===== src/rtl/rsc_pkg.sv =====
// Shared constants and types for the regex syntax checker.
package rsc_pkg;

  // Characters with a meaning in the pattern syntax.
  localparam logic [7:0] CH_ALT  = 8'h7C;
  localparam logic [7:0] CH_ESC  = 8'h5C;
  localparam logic [7:0] CH_LBR  = 8'h5B;
  localparam logic [7:0] CH_RBR  = 8'h5D;
  localparam logic [7:0] CH_LPA  = 8'h28;
  localparam logic [7:0] CH_RPA  = 8'h29;
  localparam logic [7:0] CH_STAR = 8'h2A;
  localparam logic [7:0] CH_QUES = 8'h3F;
  localparam logic [7:0] CH_PLUS = 8'h2B;
  localparam logic [7:0] CH_DASH = 8'h2D;

  // Error codes.
  localparam logic [3:0] ERR_NONE          = 4'd0;
  localparam logic [3:0] ERR_EMPTY_ALT     = 4'd1;
  localparam logic [3:0] ERR_NESTED_BRK    = 4'd2;
  localparam logic [3:0] ERR_EMPTY_BRK     = 4'd3;
  localparam logic [3:0] ERR_NO_LEFT_BRK   = 4'd4;
  localparam logic [3:0] ERR_EMPTY_GROUP   = 4'd5;
  localparam logic [3:0] ERR_NO_LEFT_PAR   = 4'd6;
  localparam logic [3:0] ERR_QUAL_START    = 4'd7;
  localparam logic [3:0] ERR_QUAL_QUAL     = 4'd8;
  localparam logic [3:0] ERR_QUAL_AFTER_OR = 4'd9;
  localparam logic [3:0] ERR_NO_RIGHT_PAR  = 4'd10;
  localparam logic [3:0] ERR_NO_RIGHT_BRK  = 4'd11;
  localparam logic [3:0] ERR_DEPTH         = 4'd12;

  // Verdict codes.
  localparam logic [1:0] VERDICT_RUNNING = 2'd0;
  localparam logic [1:0] VERDICT_ACCEPT  = 2'd1;
  localparam logic [1:0] VERDICT_REJECT  = 2'd2;

  // Warning bit positions.
  localparam int WARN_ALT_QUAL = 0;
  localparam int WARN_REVERSED = 1;
  localparam int WARN_SINGLE   = 2;

  // Check status carried from one character to the next.
  typedef struct packed {
    logic       failed;
    logic       bracket_open;
    logic [3:0] first_error;
  } chk_state_t;

endpackage


===== src/rtl/rsc_judge.sv =====
// Judges one pattern character against its neighbors and the check status.
module rsc_judge #(
  parameter int unsigned MAX_NESTING = 255,
  parameter int unsigned DEPTH_W     = 8
) (
  input  logic [7:0]         prv,
  input  logic [7:0]         cur,
  input  logic [7:0]         nxt,
  input  logic               at_end,
  input  logic               first,
  input  rsc_pkg::chk_state_t st_in,
  input  logic [DEPTH_W-1:0] depth_in,
  output rsc_pkg::chk_state_t st_out,
  output logic [DEPTH_W-1:0] depth_out,
  output logic [2:0]         warn
);
  import rsc_pkg::*;

  localparam logic [DEPTH_W-1:0] DEPTH_MAX = DEPTH_W'(MAX_NESTING);

  logic       esc;
  logic       prv_qual;
  logic       cur_qual;
  logic [3:0] code;
  logic       brk_next;
  logic [DEPTH_W-1:0] depth_next;
  logic [2:0] warn_raw;

  assign esc      = (prv == CH_ESC);
  assign prv_qual = prv inside {CH_STAR, CH_QUES, CH_PLUS};
  assign cur_qual = cur inside {CH_STAR, CH_QUES, CH_PLUS};

  always_comb begin
    code       = ERR_NONE;
    brk_next   = st_in.bracket_open;
    depth_next = depth_in;
    warn_raw   = '0;

    // The alternative bar ignores escapes.
    if (cur == CH_ALT) begin
      if (first || prv == CH_ALT || prv == CH_LPA || at_end) begin
        code = ERR_EMPTY_ALT;
      end else if (prv == CH_STAR || prv == CH_QUES) begin
        warn_raw[WARN_ALT_QUAL] = 1'b1;
      end
    end else if (cur == CH_LBR && !esc) begin
      if (st_in.bracket_open) begin
        code = ERR_NESTED_BRK;
      end else begin
        brk_next = 1'b1;
      end
    end else if (cur == CH_RBR && !esc) begin
      if (prv == CH_LBR) begin
        code = ERR_EMPTY_BRK;
      end else if (!st_in.bracket_open) begin
        code = ERR_NO_LEFT_BRK;
      end else begin
        brk_next = 1'b0;
      end
    end else if (cur == CH_LPA && !esc) begin
      if (depth_in >= DEPTH_MAX) begin
        code = ERR_DEPTH;
      end else begin
        depth_next = depth_in + DEPTH_W'(1);
      end
    end else if (cur == CH_RPA && !esc) begin
      if (prv == CH_LPA) begin
        code = ERR_EMPTY_GROUP;
      end else if (depth_in == '0) begin
        code = ERR_NO_LEFT_PAR;
      end else begin
        depth_next = depth_in - DEPTH_W'(1);
      end
    end else if (cur_qual && !esc) begin
      if (first) begin
        code = ERR_QUAL_START;
      end else if (prv_qual) begin
        code = ERR_QUAL_QUAL;
      end else if (prv == CH_ALT) begin
        code = ERR_QUAL_AFTER_OR;
      end
    end else if (cur == CH_DASH && st_in.bracket_open) begin
      if (prv > nxt) begin
        warn_raw[WARN_REVERSED] = 1'b1;
      end else if (prv == nxt) begin
        warn_raw[WARN_SINGLE] = 1'b1;
      end
    end
  end

  always_comb begin
    st_out    = st_in;
    depth_out = depth_in;
    warn      = '0;
    if (!st_in.failed) begin
      if (code != ERR_NONE) begin
        st_out.failed      = 1'b1;
        st_out.first_error = code;
      end else begin
        st_out.bracket_open = brk_next;
        depth_out           = depth_next;
        warn                = warn_raw;
      end
    end
  end

endmodule


===== config.mk =====
export PLATFORM = sky130hd
export DESIGN_NAME = rsc_judge
export DESIGN_NICKNAME = d
export VERILOG_FILES = /design/src/rtl/rsc_pkg.sv /design/src/rtl/rsc_judge.sv
export SDC_FILE = /design/constraint.sdc
export NUM_CORES = 1
export LEC_CHECK = 0
export ABC_AREA = 1
export ABC_CLOCK_PERIOD_IN_PS = 4200
export BUFFER_PORTS_ARGS = -buffer_cell sky130_fd_sc_hd__buf_4
export CAP_MARGIN = 20
export CORE_ASPECT_RATIO = 1.4
export CORE_MARGIN = 4
export CORE_UTILIZATION = 39
export DETAILED_ROUTE_END_ITERATION = 8
export GPL_TIMING_DRIVEN = 0
export PLACE_DENSITY = 0.66
export SYNTH_ARGS = -nofsm -noshare
export SYNTH_HDL_FRONTEND = slang
export SYNTH_SLANG_ARGS = --single-unit

===== constraint.sdc =====
create_clock -name vclk -period 4.2
set_input_delay 0.42 -clock vclk [all_inputs]
set_output_delay 0.42 -clock vclk [all_outputs]
set_load 0.02 [all_outputs]

* Word-level counts from Yosys, hierarchy flattened
Cells that the tools add are included.
** Storage, ports and cells
- Word-level logic and storage cells :: 85
- Input port bits :: 40
- Register bits after elaboration :: 0
- Output and inout bits :: 17
** Cells by class
- $add $sub $neg :: 2
- Equality and inequality tests :: 17
- Reductions and logical operators :: 15
- Mux-type cells :: 49
- $lt $le $gt $ge :: 2
** Operators by type and width (number)
- $eq A8 B6 Y1 const B :: 10
- $mux W8 :: 10
- $eq A8 B7 Y1 const B :: 6
- $mux W4 :: 11
- $mux W3 :: 6
- $mux W2 :: 8
- $mux W1 :: 13
- $add A8 B1 Y8 const B :: 1
- $eq A8 B8 Y1 :: 1
- $ge A8 B8 Y1 const B :: 1
- $gt A8 B8 Y1 :: 1
- $logic_not A8 Y1 :: 1
- $sub A8 B1 Y8 const B :: 1
- $logic_and A1 B1 Y1 :: 6
- $mux W6 :: 1
- $reduce_bool A3 Y1 :: 2
- $logic_or A1 B1 Y1 :: 4
- $reduce_bool A4 Y1 :: 1
- $logic_not A1 Y1 :: 1

* Longest topological paths before layout
Gate-level depths: netlist of the first run.
- Word-level depth :: 13
- Depth in mapped cells :: 14
- Mapped depth without buffers :: 14

* Least setup slack after synthesis of the first run
OpenSTA, ideal clock, no wires.
- Path kind :: in2out
- From :: input prv[7]
- To :: output warn[0]
- Stages :: 12
- Arrival time :: 1.852 ns
- Required time :: 3.780 ns
- Slack :: 1.928 ns
- Path buffers :: 0
- Path through :: inv_1 nand3_2 nor2_4 nand2_4 nand2_4 inv_4 o21bai_4 nand2_2 nand3_2 nor2_4 nand2_2 nor3_2
** On the way
- Word-level cells in the longest chain between the ends :: 13
- Elaborated cells between the ends (all ways) :: 36
- Classes of those cells :: eq/ne (7); mux (17); reduce/logical (12)
** Ends and longest elaborated chain
- start, declared :: RTL line rsc_judge.sv:6 : input logic [7:0] prv,
- $eq A8 B6 Y1 (tied with other cells) :: RTL line rsc_judge.sv:30, rsc_judge.sv:43
- $reduce_bool A3 Y1 or $mux W4 (tied branches) :: RTL line rsc_judge.sv:30, rsc_judge.sv:79
- $mux W4 :: RTL line rsc_judge.sv:77 : end else if (prv_qual) begin
- $mux W4 :: RTL line rsc_judge.sv:75 : if (first) begin
- $mux W4 :: RTL line rsc_judge.sv:74 : end else if (cur_qual && !esc) begin
- $mux W4 :: RTL line rsc_judge.sv:66 : end else if (cur == CH_RPA && !esc) begin
- $mux W4 :: RTL line rsc_judge.sv:60 : end else if (cur == CH_LPA && !esc) begin
- $mux W4 :: RTL line rsc_judge.sv:52 : end else if (cur == CH_RBR && !esc) begin
- $mux W4 :: RTL line rsc_judge.sv:46 : end else if (cur == CH_LBR && !esc) begin
- $mux W4 :: RTL line rsc_judge.sv:40 : if (cur == CH_ALT) begin
- $reduce_bool A4 Y1 :: RTL line rsc_judge.sv:96 : if (code != ERR_NONE) begin
- $mux W3 * :: RTL line rsc_judge.sv:96
- $mux W3 * :: RTL line rsc_judge.sv:95 : if (!st_in.failed) begin
- end, declared :: RTL line rsc_judge.sv:15 : output logic [2:0] warn
Every way passes the cells marked *; elsewhere a longest branch is shown, timed or not.

* Final worst setup path of the first run
- From :: input prv[7]
- To :: output depth_out[3]
** On the way
- Word-level cells in the longest chain between the ends :: 13
- Elaborated cells between the ends (all ways) :: 38
- Classes of those cells :: eq/ne (7); mux (20); reduce/logical (11)
** Ends and longest elaborated chain
- $eq A8 B6 Y1 or $eq A8 B7 Y1 (tied branches) :: RTL line rsc_judge.sv:30, rsc_judge.sv:41, rsc_judge.sv:79
- $reduce_bool A3 Y1 or $mux W4 (tied branches) :: RTL line rsc_judge.sv:30, rsc_judge.sv:79
- $mux W4 :: RTL line rsc_judge.sv:77
- $mux W4 :: RTL line rsc_judge.sv:75
- $mux W4 :: RTL line rsc_judge.sv:74
- $mux W4 :: RTL line rsc_judge.sv:66
- $mux W4 :: RTL line rsc_judge.sv:60
- $mux W4 :: RTL line rsc_judge.sv:52
- $mux W4 :: RTL line rsc_judge.sv:46
- $mux W4 :: RTL line rsc_judge.sv:40
- $reduce_bool A4 Y1 :: RTL line rsc_judge.sv:96
- $mux W8 * :: RTL line rsc_judge.sv:96
- $mux W8 * :: RTL line rsc_judge.sv:95
- end, declared :: RTL line rsc_judge.sv:14 : output logic [DEPTH_W-1:0] depth_out,
Marked as above.

==> key figures, run 1 <==
Outcome
  • Status: completed

Synthesis
  • Cell taking the most area after synthesis: nand2_1
  • Syn Nets: 336
  • Synth top cells by count: nand2_1 (79), inv_1 (35), nor2_1 (30)
  • Cell variety after synth: 32
  • Cell count after synthesis: 285
  • Most frequent cell after synthesis: nand2_1
  • Top cell type's share of synthesized area: 19.83%
  • Synth area leaders: nand2_1 (20%), o21ai_0 (9.4%), ha_1 (9.2%)
  • Mapped Area: between 0.001 and 0.0015 sq mm
  • Mean Syn Cell Area: 5.246 sq um
  • Sequential share of the synthesized area: 0%
  • Yosys warnings: 0

Place
  • # port buffers: 56
  • DPL Wire Length: 3.671 mm
  • Routability congestion estimate: 0.8352

Finish
  • N_diodes: 0
  • Layout cell share with drive strength beyond 1: 29.03%
  • Num sequential: 0
  • FF+latch area: 0 sq um
  • Area added between synthesis and finish: 31.63%
  • Final layout net count: just under 400
  • Fill cells: 416
  • Clock buffers: 0
  • Footprint of the multi-input gates: 0.001313 sq mm

Routing
  • Final WL: 4.270 mm
  • Routed wire length per instance: ~11 microns
  • # DRC: 0
  • First-pass iteration count of the detailed router: 4
  • Via-to-Cell Ratio: 5.029
  • Iteration-0 DRC Markers: 72
  • Vias: 1,926
  • Antenna Violating Nets Remaining: 0

Timing
  • Fin. max-slew vios: 0
  • Worst relative slew slack: slightly below 70%
  • Setup TNS: 0 ns
  • # setup viols final: 0
  • RSZ-0062 raised after global routing: no
  • Tightest hold margin: 1.143 ns
  • Least-Margin Pin Slew: 0.4799 ns
  • Final worst path period share: 60.50%
  • Fmax: 393.5 MHz
  • Final Critical Period: 2.541 ns
  • Final Hold Viols: 0

Floorplan
  • Die Height: ~81 microns
  • I/O pin count: 57
  • Core area: 0.003676 sq mm
  • Die width: 60.33 microns
  • Placement Rows: 26
  • Die area: 0.004902 sq mm
  • Starting Density: between 40% and 50%

Power and ir drop
  • Pwr dens: around 73 mW/mm^2
  • P_leak: 1.044 nW
  • Sequential Power Share: 0%
  • Int Pwr: 0.06268 mW
  • Clock network power share: 0%
  • Power, Total: 0.1439 mW
  • Logic gate share of total power: 100.0%
  • Psw: between 0.08 and 0.09 mW
  • Sw frac: 56.45%
  • Max IR drop VDD: 0.04238 mV

Worst setup path
  • CP max FO: 9
  • Setup CP Type: in -> out
  • Crit end category: primary output
  • CP arrival: 2.12 ns
  • Critical Path RT: 3.78 ns
  • Crit path launch: prv[7]
  • Startpoint types: input pin

GRT
  • Initial antenna violation count: 0
  • First-pass GRT wire length: between 7 and 8 mm
  • Pin count of the biggest net entering global routing: 11
  • Global route overflow: 0
  • Vias in the first global route: 1,793
  • Total Routing Usage GR: 17.82%

CTS
  • PostCTS Resize Cnt: 0
  • CTS Hold Buffers Added: 0
  • Setup bufs post-CTS: 0

Flow run
  • Max Cap Viol: 0

Worst hold path
  • Hold depth: 4
  • Hold_sp: st_in[0]
  • Hold EP: st_out[0]
  • Min-Delay Path Class: in -> out
how the worst max path moves through the flow:
stage                         to  slack (ns)  depth (start not counted)
floorplan                warn[0]        1.93                         12
global placement    depth_out[3]        1.66                         13
detailed placement  depth_out[3]        1.66                         13
CTS                 depth_out[3]        1.65                         13
global route           st_out[1]        1.46                         16
finish              depth_out[3]        1.66                         13
area by class of cell:
class / count / area share (%)
buffer: 3 / 0.6357
timing repair buffer: 56 / 21.36
multi-input combinational: 239 / 66.69
inverter: 43 / 8.646
tap: 42 / 2.670
kinds of logic after synthesis:
family                     count (synthesis)  share of synthesized area, %
buffers and inverters                     46                         12.22
adders and majority gates                 11                         9.205
xor gates and xnor gates                   3                         1.758
AOI/OAI and AO/OA                         48                         17.66
and+or+nand+nor                          177                         59.16
power groups by stage:
stage	logic, mW	clock network, mW	registers [mW]
floorplan	0.0774	0	0
global placement	0.144	0	0
detailed placement	0.145	0	0
CTS	0.145	0	0
global route	0.163	0	0
finish	0.144	0	0
through the flow:
step / setup WS (ns) / instance area [sq um] / instances / util (%)
finish: 1.659 / 1968 / 383 / 53.54
global route: 1.456 / 1968 / 383 / 53.54
CTS: 1.650 / 1968 / 383 / 53.54
detailed placement: 1.660 / 1968 / 383 / 53.54
global placement: 1.661 / 1968 / 383 / 53.54
floorplan: 1.928 / 1495 / 285 / -
critical path: stages:
cell and delay [ns]:
buf_4 0.12, inv_1 0.09, nand3_2 0.09, nor2_4 0.12, nand2_4 0.11, nand2_4 0.16, inv_4 0.08, a21oi_1 0.32
o21ai_0 0.14, nor2_1 0.10, o21ai_0 0.08, o21ai_0 0.10, buf_4 0.16
layer usage:
metal	GRT usage, %	part of all wire, %	vias to the layer above
li1	-	-	1044
met1	19.79	40	833
met2	36.69	54	45
met3	0.6359	5.1	4
met4	1.774	0.80	0
met5	0	0	-
layout by cell type, fill, tap and decap left out, types with 4 or more instances in the layout:
cell type / Yosys / layout
nand2_1: 79 / 79
buf_4: 0 / 56
inv_1: 35 / 35
nor2_1: 30 / 30
o21ai_0: 28 / 28
nand3_1: 23 / 23
ha_1: 11 / 11
nand2_2: 8 / 8
a21oi_1: 8 / 8
nor3_1: 8 / 8
o21ai_1: 6 / 6
inv_2: 5 / 5
nand3_2: 5 / 5
nor2_2: 5 / 5
nor3_2: 4 / 4
nor2_4: 4 / 4
nand4_1: 4 / 4
No activity file was read; power rests on OpenSTA's default activity.
==> run 2: changes to the inputs <==
ABC_CLOCK_PERIOD_IN_PS = 2100   (was 4200)
PLACE_DENSITY = 0.69   (was 0.66)
clock period = 2.1 ns   (was 4.2 ns; I/O delays follow)
==> run 2 against run 1 <==
Cell count up 5.5%. Worst hold slack worse by 0.42 ns. Clock-buffer cell count unchanged. First-iteration DRC count down 13%. Design area up 18%. Combinational power up 130%. Wire length up 8.9%. Core utilization up 9.7 points.
==> key figures, run 2 (synthesis results as in run 1) <==
Outcome
  • Status: completed

GRT
  • Pin count of the biggest net entering global routing: 11
  • Met2 Usage GRT: 35.28%
  • GR peak layer: met2
  • Vias in the first global route: 1,741
  • Total Routing Usage GR: between 10% and 20%
  • Met3 Use GR: 0.9539%
  • First-pass GRT wire length: ~7 mm
  • Initial antenna violation count: 0
  • Global route overflow: 0
  • Met1 GRT Util: 19.42%

Worst setup path
  • Critical Path RT: 1.89 ns
  • Crit end category: primary output
  • Buf/Inv on CP: 4
  • Setup CP Type: in -> out
  • Family with the most delay on the worst path: simple AND/OR/NAND/NOR gates
  • Cells along the critical path: buf_6, inv_4, nand3_4, nor2_4, nand2_4, nand2_8, clkinv_8, o21bai_4, nand2_2, nand3_2, nor2_4, nand2_2, nor3_2, buf_4
  • Startpoint types: input pin
  • CP arrival: 1.88 ns
  • CP max stage delay: 0.20 ns
  • CP max FO: 8
  • Slowest CP cell: nor2_4

Worst hold path
  • Hold EP: st_out[2]
  • Hold_sp: st_in[2]
  • Hold depth: 4
  • Min-Delay Path Class: in -> out

Floorplan
  • Core area: 0.003676 sq mm
  • Die width: approximately 60 microns
  • I/O pin count: 57
  • Starting Density: between 40% and 50%
  • Die area: just under 0.005 sq mm
  • Die Height: 81.26 microns
  • Placement Rows: 26

Routing
  • Final WL: 4.652 mm
  • # DRC: 0
  • Vias: between 2,000 and 2,500
  • Routed wire length per instance: 11.51 microns
  • Iteration-0 DRC Markers: 63
  • First-pass iteration count of the detailed router: 4
  • Antenna Violating Nets Remaining: 0
  • Via-to-Cell Ratio: 5.131

Timing
  • Final worst slack: 0.01289 ns
  • RSZ-0062 raised after global routing: yes
  • Final worst path period share: 99.39%
  • Final Hold Viols: 0
  • Least-Margin Pin Slew: 0.4491 ns
  • Fin. max-slew vios: 0
  • Fmax: 479.1 MHz
  • # setup viols final: 0
  • Final Critical Period: 2.087 ns
  • Worst relative slew slack: 70.06%

Finish
  • Commonest cells after routing, fill and taps aside: nand2_1 (74), buf_4 (72), inv_1 (30)
  • Layout cell share with drive strength beyond 1: 39.23%
  • Most common cell after layout, fill and taps aside: nand2_1
  • N_diodes: 0
  • FF+latch area: 0 sq um
  • Finished Cell Area: 0.002326 sq mm
  • Area added between synthesis and finish: 55.56%
  • Final layout net count: ~420
  • Num sequential: 0
  • Clock buffers: 0

Power and ir drop
  • P_leak: 1.186 nW
  • Power, Total: 0.3236 mW
  • Max IR drop VDD: just under 0.09 mV
  • Pwr dens: 139.1 mW/mm^2

Place
  • Placed cell area: 0.001968 sq mm
  • Pre-CTS WS: 0.005989 ns
  • DPL Wire Length: 3.723 mm
  • Routability congestion estimate: 0.8752
  • # port buffers: 56

Flow run
  • Max Cap Viol: 0
## run 2: cell count changes in the layout (fill, tap and decap cells not counted), moves of 4 or more
| cell | previous run | this run |
|---|---|---|
| o21ai_0 | 28 | 24 |
| nand3_1 | 23 | 18 |
| buf_6 | 0 | 4 |
| nor2_1 | 30 | 25 |
| buf_4 | 56 | 72 |
| nand2_1 | 79 | 74 |
| inv_1 | 35 | 30 |
| o21ai_1 | 6 | 10 |
| nor2_4 | 4 | 10 |
## run 2: repair_timing
action | in CTS | in global routing
resized for setup | 2 | 54
setup buffers | 0 | 21
hold buffers | 0 | 0
endpoints found under the setup margin | 2 | 14
pin swaps | 1 | 20
## run 2: report_power, final
| group | total [mW] | switching, mW | internal (mW) |
|---|---|---|---|
| sequential | 0 | 0 | 0 |
| clock | 0 | 0 | 0 |
| combinational | 0.324 | 0.182 | 0.142 |
## run 2: cell type report
| class | count | area [sq um] |
|---|---|---|
| fillers | 359 | 1350 |
| repair buffers | 77 | 600.6 |
| inverters | 43 | 188.9 |
| well taps | 42 | 52.55 |
| multi-input cells | 239 | 1471 |
| plain buffers | 3 | 12.51 |
## run 2: metrics by stage
step | util (%) | cells | setup TNS (ns) | hold WS [ns]
floorplan | - | 285 | 0 | 0.5859
global placement | 53.54 | 383 | -0.008028 | 0.7213
detailed placement | 53.54 | 383 | 0 | 0.7249
CTS | 53.81 | 383 | 0 | 0.7265
global route | 63.27 | 404 | -0.6030 | 0.7355
finish | 63.27 | 404 | 0 | 0.7226
## run 2: layer usage
metal / vias up / part of all wire, %
met1: 930 / 38
li1: 1083 / -
met3: 8 / 4.9
met5: - / 0
met4: 0 / 1.5
met2: 52 / 55
## run 2: worst max path at each step
stage | start | to | slack (ns) | cells past startpoint
after detailed placement | prv[7] | warn[1] | 0.006 | 14
after global placement | prv[7] | warn[0] | -0.008 | 14
final | prv[7] | warn[0] | 0.01 | 14
after global routing | cur[2] | warn[0] | -0.12 | 15
after CTS | cur[7] | warn[1] | 0.002 | 13
after floorplan | prv[7] | warn[0] | 0.25 | 12
